## src/hdl/efws_pkg.sv

```systemverilog
// Shared constants, command/status types and controller states for the worker scheduler.
package efws_pkg;

  // Worker pool size and field widths
  localparam int NUM_WORKERS = 16;
  localparam int TIME_W      = 64;
  localparam int DUR_W       = 32;
  localparam int OUT_IDX_W   = 4;
  localparam int CFG_W       = 5;
  localparam int CFG_RESET   = 16;

  // Worker index width and active-count width (count can hold NUM_WORKERS itself)
  localparam int IDX_W = (NUM_WORKERS > 1) ? $clog2(NUM_WORKERS) : 1;
  localparam int CNT_W = $clog2(NUM_WORKERS + 1);
  localparam int CMP_W = (CNT_W > CFG_W) ? CNT_W : CFG_W;

  // Commands from controller to datapath
  typedef struct packed {
    logic load;    // latch a new job and seed the scan with worker 0
    logic scan;    // compare one more worker against the running minimum
    logic commit;  // update the chosen worker and load the result register
  } efws_cmd_t;

  // Status from datapath to controller
  typedef struct packed {
    logic single;     // only one worker active, no scan needed
    logic scan_last;  // the worker under compare is the last active one
    logic out_busy;   // result register still holds an untaken result
  } efws_sts_t;

  typedef enum logic [1:0] {
    ST_IDLE,
    ST_SCAN,
    ST_COMMIT
  } efws_state_t;

endpackage

```

## src/hdl/earliest_free_worker_scheduler.sv

```systemverilog
// Earliest-free worker scheduler: a job holds the block from its transfer in through the
// scan, if any, and the commit step until the next transfer in can be taken, including any
// wait of the commit step for an untaken result. Its result shows on out_valid in the cycle
// after the commit step. Worker 0 is taken as the running minimum at the transfer in, the
// other active workers are compared against it one per cycle, and the commit step does the
// saturating update and the load of the result register. in_ready is high only while no
// job is in work. A result still waiting in the output register does not block the next
// transfer in; only the commit step of the following job waits for it to be taken. Ties
// go to the lowest worker index. The active worker count is clamped to 1..16 and should
// be written only while the block is idle.
module earliest_free_worker_scheduler (
  input  logic                           clk,
  input  logic                           rst_n,
  input  logic                           cfg_wr_en,
  input  logic [efws_pkg::CFG_W-1:0]     cfg_wr_data,
  input  logic                           in_valid,
  output logic                           in_ready,
  input  logic [efws_pkg::DUR_W-1:0]     in_job_duration,
  output logic                           out_valid,
  input  logic                           out_ready,
  output logic [efws_pkg::OUT_IDX_W-1:0] out_assigned_worker,
  output logic [efws_pkg::TIME_W-1:0]    out_start_time
);
  import efws_pkg::*;

  efws_cmd_t cmd;
  efws_sts_t sts;

  // Sequence one job at a time
  efws_ctrl u_ctrl (
    .clk      (clk),
    .rst_n    (rst_n),
    .in_valid (in_valid),
    .in_ready (in_ready),
    .sts      (sts),
    .cmd      (cmd)
  );

  // Free times, scan and result register
  efws_dpath u_dpath (
    .clk                 (clk),
    .rst_n               (rst_n),
    .cfg_wr_en           (cfg_wr_en),
    .cfg_wr_data         (cfg_wr_data),
    .in_job_duration     (in_job_duration),
    .out_ready           (out_ready),
    .out_valid           (out_valid),
    .out_assigned_worker (out_assigned_worker),
    .out_start_time      (out_start_time),
    .cmd                 (cmd),
    .sts                 (sts)
  );

endmodule

```

## src/hdl/efws_ctrl.sv

```systemverilog
// Controller state machine: sequences accept, minimum scan and commit of one job.
module efws_ctrl (
  input  logic                clk,
  input  logic                rst_n,
  input  logic                in_valid,
  output logic                in_ready,
  input  efws_pkg::efws_sts_t sts,
  output efws_pkg::efws_cmd_t cmd
);
  import efws_pkg::*;

  efws_state_t state_r;
  efws_state_t state_nxt;

  // Hold the current state
  always_ff @(posedge clk) begin
    if (!rst_n) begin
      state_r <= ST_IDLE;
    end else begin
      state_r <= state_nxt;
    end
  end

  // Advance through scan and commit
  always_comb begin
    state_nxt = state_r;
    case (state_r)
      ST_IDLE: begin
        if (in_valid) begin
          state_nxt = sts.single ? ST_COMMIT : ST_SCAN;
        end
      end
      ST_SCAN: begin
        if (sts.scan_last) begin
          state_nxt = ST_COMMIT;
        end
      end
      ST_COMMIT: begin
        if (!sts.out_busy) begin
          state_nxt = ST_IDLE;
        end
      end
      default: begin
        state_nxt = ST_IDLE;
      end
    endcase
  end

  // Drive handshake and datapath commands
  always_comb begin
    in_ready   = 1'b0;
    cmd.load   = 1'b0;
    cmd.scan   = 1'b0;
    cmd.commit = 1'b0;
    case (state_r)
      ST_IDLE: begin
        in_ready = 1'b1;
        cmd.load = in_valid;
      end
      ST_SCAN: begin
        cmd.scan = 1'b1;
      end
      ST_COMMIT: begin
        cmd.commit = !sts.out_busy;
      end
      default: begin
        in_ready = 1'b0;
      end
    endcase
  end

endmodule

```

## src/hdl/efws_dpath.sv

```systemverilog
// Datapath: free-time registers, running-minimum scan, saturating update and result register.
module efws_dpath (
  input  logic                           clk,
  input  logic                           rst_n,
  input  logic                           cfg_wr_en,
  input  logic [efws_pkg::CFG_W-1:0]     cfg_wr_data,
  input  logic [efws_pkg::DUR_W-1:0]     in_job_duration,
  input  logic                           out_ready,
  output logic                           out_valid,
  output logic [efws_pkg::OUT_IDX_W-1:0] out_assigned_worker,
  output logic [efws_pkg::TIME_W-1:0]    out_start_time,
  input  efws_pkg::efws_cmd_t            cmd,
  output efws_pkg::efws_sts_t            sts
);
  import efws_pkg::*;

  logic [CFG_W-1:0]     active_workers_r;
  logic [TIME_W-1:0]    free_time_r [NUM_WORKERS];
  logic [DUR_W-1:0]     dur_r;
  logic [IDX_W-1:0]     idx_r;
  logic [IDX_W-1:0]     best_idx_r;
  logic [TIME_W-1:0]    best_time_r;
  logic                 out_valid_r;
  logic [OUT_IDX_W-1:0] out_worker_r;
  logic [TIME_W-1:0]    out_start_r;

  logic [CMP_W-1:0]         cfg_ext;
  logic [CNT_W-1:0]         act_cnt;
  logic [CNT_W-1:0]         last_idx;
  logic [TIME_W-1:0]        cand_time;
  logic                     cand_less;
  logic [TIME_W:0]          sum_wide;
  logic [TIME_W-1:0]        sum_sat;
  logic [IDX_W+OUT_IDX_W-1:0] best_ext;

  // Hold the active worker count register
  always_ff @(posedge clk) begin
    if (!rst_n) begin
      active_workers_r <= CFG_W'(CFG_RESET);
    end else if (cfg_wr_en) begin
      active_workers_r <= cfg_wr_data;
    end
  end

  // Clamp the count to 1..NUM_WORKERS
  always_comb begin
    cfg_ext = CMP_W'(active_workers_r);
    if (cfg_ext == '0) begin
      act_cnt = CNT_W'(1);
    end else if (cfg_ext > CMP_W'(NUM_WORKERS)) begin
      act_cnt = CNT_W'(NUM_WORKERS);
    end else begin
      act_cnt = CNT_W'(cfg_ext);
    end
    last_idx = act_cnt - CNT_W'(1);
  end

  // Compare the worker under scan against the running minimum
  assign cand_time = free_time_r[idx_r];
  assign cand_less = cand_time < best_time_r;

  // Saturating free-time update
  assign sum_wide = {1'b0, best_time_r} + (TIME_W + 1)'(dur_r);
  assign sum_sat  = sum_wide[TIME_W] ? {TIME_W{1'b1}} : sum_wide[TIME_W-1:0];

  // Mask the worker index to the result field width
  assign best_ext = {{OUT_IDX_W{1'b0}}, best_idx_r};

  // Status back to the controller
  always_comb begin
    sts.single    = (act_cnt == CNT_W'(1));
    sts.scan_last = (CNT_W'(idx_r) == last_idx);
    sts.out_busy  = out_valid_r && !out_ready;
  end

  // Seed and advance the scan
  always_ff @(posedge clk) begin
    if (cmd.load) begin
      dur_r       <= in_job_duration;
      best_idx_r  <= '0;
      best_time_r <= free_time_r[0];
      idx_r       <= IDX_W'(1);
    end else if (cmd.scan) begin
      if (cand_less) begin
        best_idx_r  <= idx_r;
        best_time_r <= cand_time;
      end
      idx_r <= idx_r + IDX_W'(1);
    end
  end

  // Advance the chosen worker's free time
  always_ff @(posedge clk) begin
    if (!rst_n) begin
      for (int i = 0; i < NUM_WORKERS; i++) begin
        free_time_r[i] <= '0;
      end
    end else if (cmd.commit) begin
      free_time_r[best_idx_r] <= sum_sat;
    end
  end

  // Result register: set on commit, drop on transfer
  always_ff @(posedge clk) begin
    if (!rst_n) begin
      out_valid_r <= 1'b0;
    end else if (cmd.commit) begin
      out_valid_r <= 1'b1;
    end else if (out_ready) begin
      out_valid_r <= 1'b0;
    end
  end

  always_ff @(posedge clk) begin
    if (cmd.commit) begin
      out_worker_r <= best_ext[OUT_IDX_W-1:0];
      out_start_r  <= best_time_r;
    end
  end

  assign out_valid           = out_valid_r;
  assign out_assigned_worker = out_worker_r;
  assign out_start_time      = out_start_r;

endmodule

```

## config.mk

```make
export PLATFORM = sky130hd
export DESIGN_NAME = earliest_free_worker_scheduler
export DESIGN_NICKNAME = d
export VERILOG_FILES = /design/src/hdl/efws_pkg.sv /design/src/hdl/earliest_free_worker_scheduler.sv /design/src/hdl/efws_ctrl.sv /design/src/hdl/efws_dpath.sv
export SDC_FILE = /design/constraint.sdc
export NUM_CORES = 2
export LEC_CHECK = 0
export BUFFER_PORTS_ARGS = -buffer_cell sky130_fd_sc_hd__buf_4
export CORE_ASPECT_RATIO = 0.9
export CORE_MARGIN = 2
export CORE_UTILIZATION = 28
export DETAILED_ROUTE_END_ITERATION = 10
export PLACE_DENSITY = 0.49
export SETUP_SLACK_MARGIN = 0.3
export SLEW_MARGIN = 20
export SYNTH_ARGS = -nofsm -noshare
export SYNTH_HDL_FRONTEND = slang
export SYNTH_SLANG_ARGS = --single-unit
```

## constraint.sdc

```tcl
create_clock -name clk -period 8.74 [get_ports clk]
set_input_delay 1.748 -clock clk [delete_from_list [all_inputs] [get_ports clk]]
set_output_delay 1.748 -clock clk [all_outputs]
set_load 0.02 [all_outputs]
```

After elaboration in Yosys (flattened, before gate mapping)
Memories as Yosys holds them, arrays and structs flattened. A register that Yosys moved wholly into a read port is not among the register bits. Index checks and enable logic that the tools add are counted.

$add $sub $neg: 3. Multiply operators: 0. Divide/modulo/power cells: 0. Magnitude comparators: 2. Equal/unequal tests: 7. Shift operators: 0. Muxes and demuxes: 26. Bitwise gates (word level): 0. Reductions and logical operators: 12.

Operators with widths (count): 64-bit 2-to-1 mux (5); 64-bit by 32-bit adder with 65-bit output (1); 64-bit less-than comparator (1); 64-bit OR reduction (1); 4-bit 2-to-1 mux (3); 1-bit 2-to-1 mux (11); 5-bit 2-to-1 mux (2); 2-bit 2-to-1 mux (4); 2-bit inequality test (second input constant) (3); 2-bit case mux with 3 select lines (1); 2-bit nonzero test (3); 4-bit by 5-bit equality test with 1-bit output (1); 5-bit by 1-bit equality test with 1-bit output (second input constant) (1); 5-bit greater-than comparator (second input constant) (1); 5-bit logical NOT (1); 5-bit by 1-bit subtractor with 5-bit output (second input constant) (1); 4-bit by 1-bit adder with 4-bit output (second input constant) (1); 2-bit AND reduction (2); 3-bit AND reduction (1); 2-bit by 1-bit equality test with 1-bit output (second input constant) (1); 2-bit equality test (second input constant) (1); 1-bit logical NOT (2); 2-bit logical NOT (1); 1-bit logical AND (1).

Bits in registers: 180. Latch bits: 0. RAM bits: 1024. Bits in read-only memories: 0. Bits of input ports: 42. Output and inout port bits: 70. Memories kept: 1.

Memory list: u_dpath.free_time_r (depth 16, width 64, rd ports 2, clocked after memory_dff 1, wr ports 16, RTL line efws_dpath.sv:18) `logic [TIME_W-1:0] free_time_r [NUM_WORKERS];`.

Depth between registers and ports, before layout
Word-level depth: 9. Mapped depth: 15. Mapped depth without buffers: 11.

Hierarchy
A second synthesis with hierarchy kept.

Cells, all modules: 3695. Area total of the unflattened synthesis: 54552.3 um2.

By module, submodules not included: efws_dpath (instances 1, cells an instance 3681, area an instance 54428.5 um2, sequential area each 36034.6 um2); efws_ctrl (instances 1, cells an instance 14, area an instance 123.9 um2, sequential area each 40.0 um2).

Least setup slack after synthesis
Ideal clock, no wire load.

Path kind: input to register. Start: input port out_ready. End: memory u_dpath.free_time_r[12][0], enable pin. Library setup time: 424 ps. Arrival time: 7637 ps. Data required time: 8316 ps. Path slack: 680 ps. Cell stages on the path: 8. Cells stage by stage: nand2b_1 > nor2b_1 > and2_1 > nor3b_1 > nand3_1 > clkbuf_1 > clkbuf_1 > nand2_1.

RTL lines: from (decl) (RTL line earliest_free_worker_scheduler.sv:20) `input logic out_ready,`; to (decl) (RTL line efws_dpath.sv:18).

==> reports/qor.yml <==
pwr:
  vdd_drop_max_v: 0.000206
  power.total_mw: 17.0
  leakagePower_nw: 22.1
  power-per-cell-area_nw_per_um2: 271
synth:
  yosysUniqueCellTypes: 74
  synth_area_um2: 54500
  netlist_instances: 3843
  yosysWarnings: 0
  syn_area_per_cell_um2: 14.2
  synth-main-ff-cell: "edfxtp_1"
  synth_nets: 3984
  ys_seq_area_share_pct: 66.2
  synth_edf_count: 1188
  synth-async-reset-ratio_pct: 0
  ys_ff_latch: 1208
final_layout:
  stdcell_count: 6549
  n_fill_cell: 18900
  areaGrowthSynthToFinish_pct: 15.4
  nets: 4027
  drive_gt1_share_pct: 19.7
timing:
  finalSetupTns_ps: 0
  fin_crit_ps: 6170
  final-hold-violation-count: 0
  slew_headroom_pct: 21.9
  worstMarginPinSlew_ps: 1170
  fin_crit_sh_pct: 70.6
  drv_slew: 0
  rsz0062_at_grt: "no"
  finalSetupViolations: 0
  skew_ps: 49.4
  hold_ws_ps: 512
  max_freq_mhz: 162
place:
  place_inst: 6302
  io_buffers: 111
  place_congestion: 0.808
  dpl.hpwl_um: 102000
status:
  outcome: "completed"
clock_tree:
  clockBufferDepth: 3
  cts_tree: "built"
  cts_setup_buffers: 0
  insertion_delay_ps: 800
  hold_buffers: 0
  clk_pin_slew_ps: 60
  cts_resized: 0
  cts_buffers: 139
  clock-sinks: 1208
  cts_root_buffer: "clkbuf_16"
  htree_levels: 4
detailed_routing:
  via_count: 34200
  drc: 0
  dr.pass1.iters: 5
  drt_iter0_markers: 4258
  wl_um: 186000
  drt-vias-per-instance: 5.23
  ant_nets: 0
  wl_per_cell_um: 28.4
setup_path:
  cp-start-kind: "flip-flop"
  path_cells: "buf_12, mux4_2, mux4_2, ha_1, a211oi_1, a31oi_1, o21ai_0, o311a_1, o221a_2, o21ai_0, nand2_4, buf_4"
  endpoint_kind: "flip-flop"
  cp_top_family: "compound AO/OA/AOI/OAI gates"
  max_stage_delay_ps: 710
  rrSetupSlack_ps: 2570
  worst-path-buf-inv: 2
  cp.arrival_ps: 6590
  cp_data_required_time_ps: 9160
  crit_slowest_cell: "dfxtp_4"
  crit_path_max_fanout: 53
  critPathKind: "flip-flop to flip-flop"
run:
  maxCapViolCount: 0
grt:
  grt_pass1_vias: 34000
  grt_pass1_wl_um: 262000
  antenna_found_initial: 4
  grt_max_degree: 138
  overflow: 0
  grt_use_total_pct: 18.5
floorplanning:
  io_pins: 112
  core_area_um2: 193000
  row_count: 153
  die_w_um: 469
  fp.dieH_um: 423
  die-area_um2: 198000
  start_util_pct: 28.2
min_path:
  timing.hold.worst.class: "flip-flop to flip-flop"
cell families after synthesis:
kind of cell / count (synthesis) / synth area share (%)
muxes: 338 / 13.5
and+or+nand+nor: 1372 / 10.2
AOI/OAI and AO/OA: 400 / 4.39
DFF: 1208 / 66.2
adders and majority gates: 99 / 2.29
buffers and inverters: 387 / 2.78
xor gates and xnor gates: 39 / 0.640
worst reg2reg max path, delay by kind of cell, from the launching register on:
family,cells,cell delay (ps)
fa+ha+maj,1,330
flops,1,710
buf+inv,2,950
compound gates,6,1950
simple gates,1,580
mux,2,1240
metrics by stage:
| step | utilization, % | cell area (µm²) | setup slack [ps] |
|---|---|---|---|
| floorplan | - | 54500 | 680 |
| global placement | 30.2 | 58500 | 2590 |
| detailed placement | 30.2 | 58500 | 2590 |
| CTS | 32.5 | 62800 | 2610 |
| global route | 32.5 | 62900 | 2330 |
| finish | 32.5 | 62900 | 2570 |
sequential cells by signal (all words and copies together) (netlist names), named ones only:
signal	flops
u_dpath.free_time_r	1024
u_dpath.best_time_r	64
u_dpath.out_start_time	64
u_dpath.dur_r	32
u_dpath.active_workers_r	5
u_dpath.best_idx_r	4
u_dpath.idx_r	4
u_dpath.out_assigned_worker	4
u_ctrl.state_r	2
u_dpath.out_valid	1
metal layers:
metal	vias up	track usage, %	share of wire (%)
li1	14400	-	-
met2	1472	29.4	47
met1	18100	26.3	43
met5	-	0	0
met4	0	4.54	2.1
met3	224	3.24	7.6
synth_stat cells (10+ instances only):
| cell | count | area, µm² |
|---|---|---|
| a21o_1 | 24 | 180 |
| o31ai_1 | 10 | 75.1 |
| a31oi_1 | 14 | 87.6 |
| xnor2_1 | 28 | 245 |
| edfxtp_1 | 1188 | 35700 |
| buf_2 | 38 | 190 |
| nand3_1 | 32 | 160 |
| nor3_1 | 35 | 175 |
| mux4_2 | 319 | 7180 |
| nor2_1 | 909 | 3410 |
| buf_1 | 29 | 109 |
| nand4_1 | 35 | 219 |
| o21ai_0 | 30 | 150 |
| o211ai_1 | 12 | 90.1 |
| a21oi_1 | 238 | 1190 |
| xor2_1 | 10 | 87.6 |
| nand2_1 | 293 | 1100 |
| nor2b_1 | 11 | 68.8 |
| mux2i_1 | 18 | 180 |
| ha_1 | 98 | 1230 |
| inv_1 | 75 | 282 |
| clkbuf_1 | 238 | 893 |
| o21a_1 | 10 | 75.1 |
| a211oi_1 | 14 | 105 |
| dfxtp_1 | 20 | 400 |
final timing paths:
kind | to | start | depth (start not counted)
worst min register to register | u_dpath.best_time_r[21] | u_dpath.free_time_r[0][21] | 2
worst min-delay path | u_dpath.best_time_r[21] | u_dpath.free_time_r[0][21] | 2
worst max-delay path | u_dpath.best_time_r[47] | flip-flop | 12
worst max register to register | u_dpath.best_time_r[47] | flip-flop | 12
layout by cell type (no fill, tap or decap), types with 10 or more instances in the layout:
master / instances
inv_1: 75
a21o_1: 24
ha_1: 98
mux2i_1: 18
o31ai_1: 10
dfxtp_1: 16
nand3_1: 28
buf_4: 205
xor2_1: 10
xnor2_1: 28
clkbuf_1: 29
clkinv_2: 16
o21ai_0: 30
a31oi_1: 13
o211ai_1: 12
a21oi_1: 237
nand4_1: 35
a211oi_1: 14
nor2_1: 894
nand2_4: 30
edfxtp_1: 1188
mux4_2: 319
o21a_1: 10
clkinv_1: 34
nor3_1: 35
nor2_2: 16
clkbuf_16: 141
nor2b_1: 10
nand2_1: 263
power breakdown:
part	internal, mW	switching [mW]
clock network	3.17	2.50
logic	1.54	2.69
registers	6.75	0.372
layout make-up:
| cell class | instances | area (µm²) | area share (%) |
|---|---|---|---|
| sequential | 1208 | 36100 | 57.4 |
| multi-input combinational | 2248 | 17300 | 27.5 |
| clock buffer | 170 | 3640 | 5.78 |
| tap | 2557 | 3200 | 5.09 |
| timing repair buffer | 212 | 1680 | 2.67 |
| clock inverter | 74 | 707 | 1.12 |
| inverter | 77 | 294 | 0.468 |
| antenna | 3 | 7.51 | 0.0119 |
No activity file was read; power rests on OpenSTA's default activity.
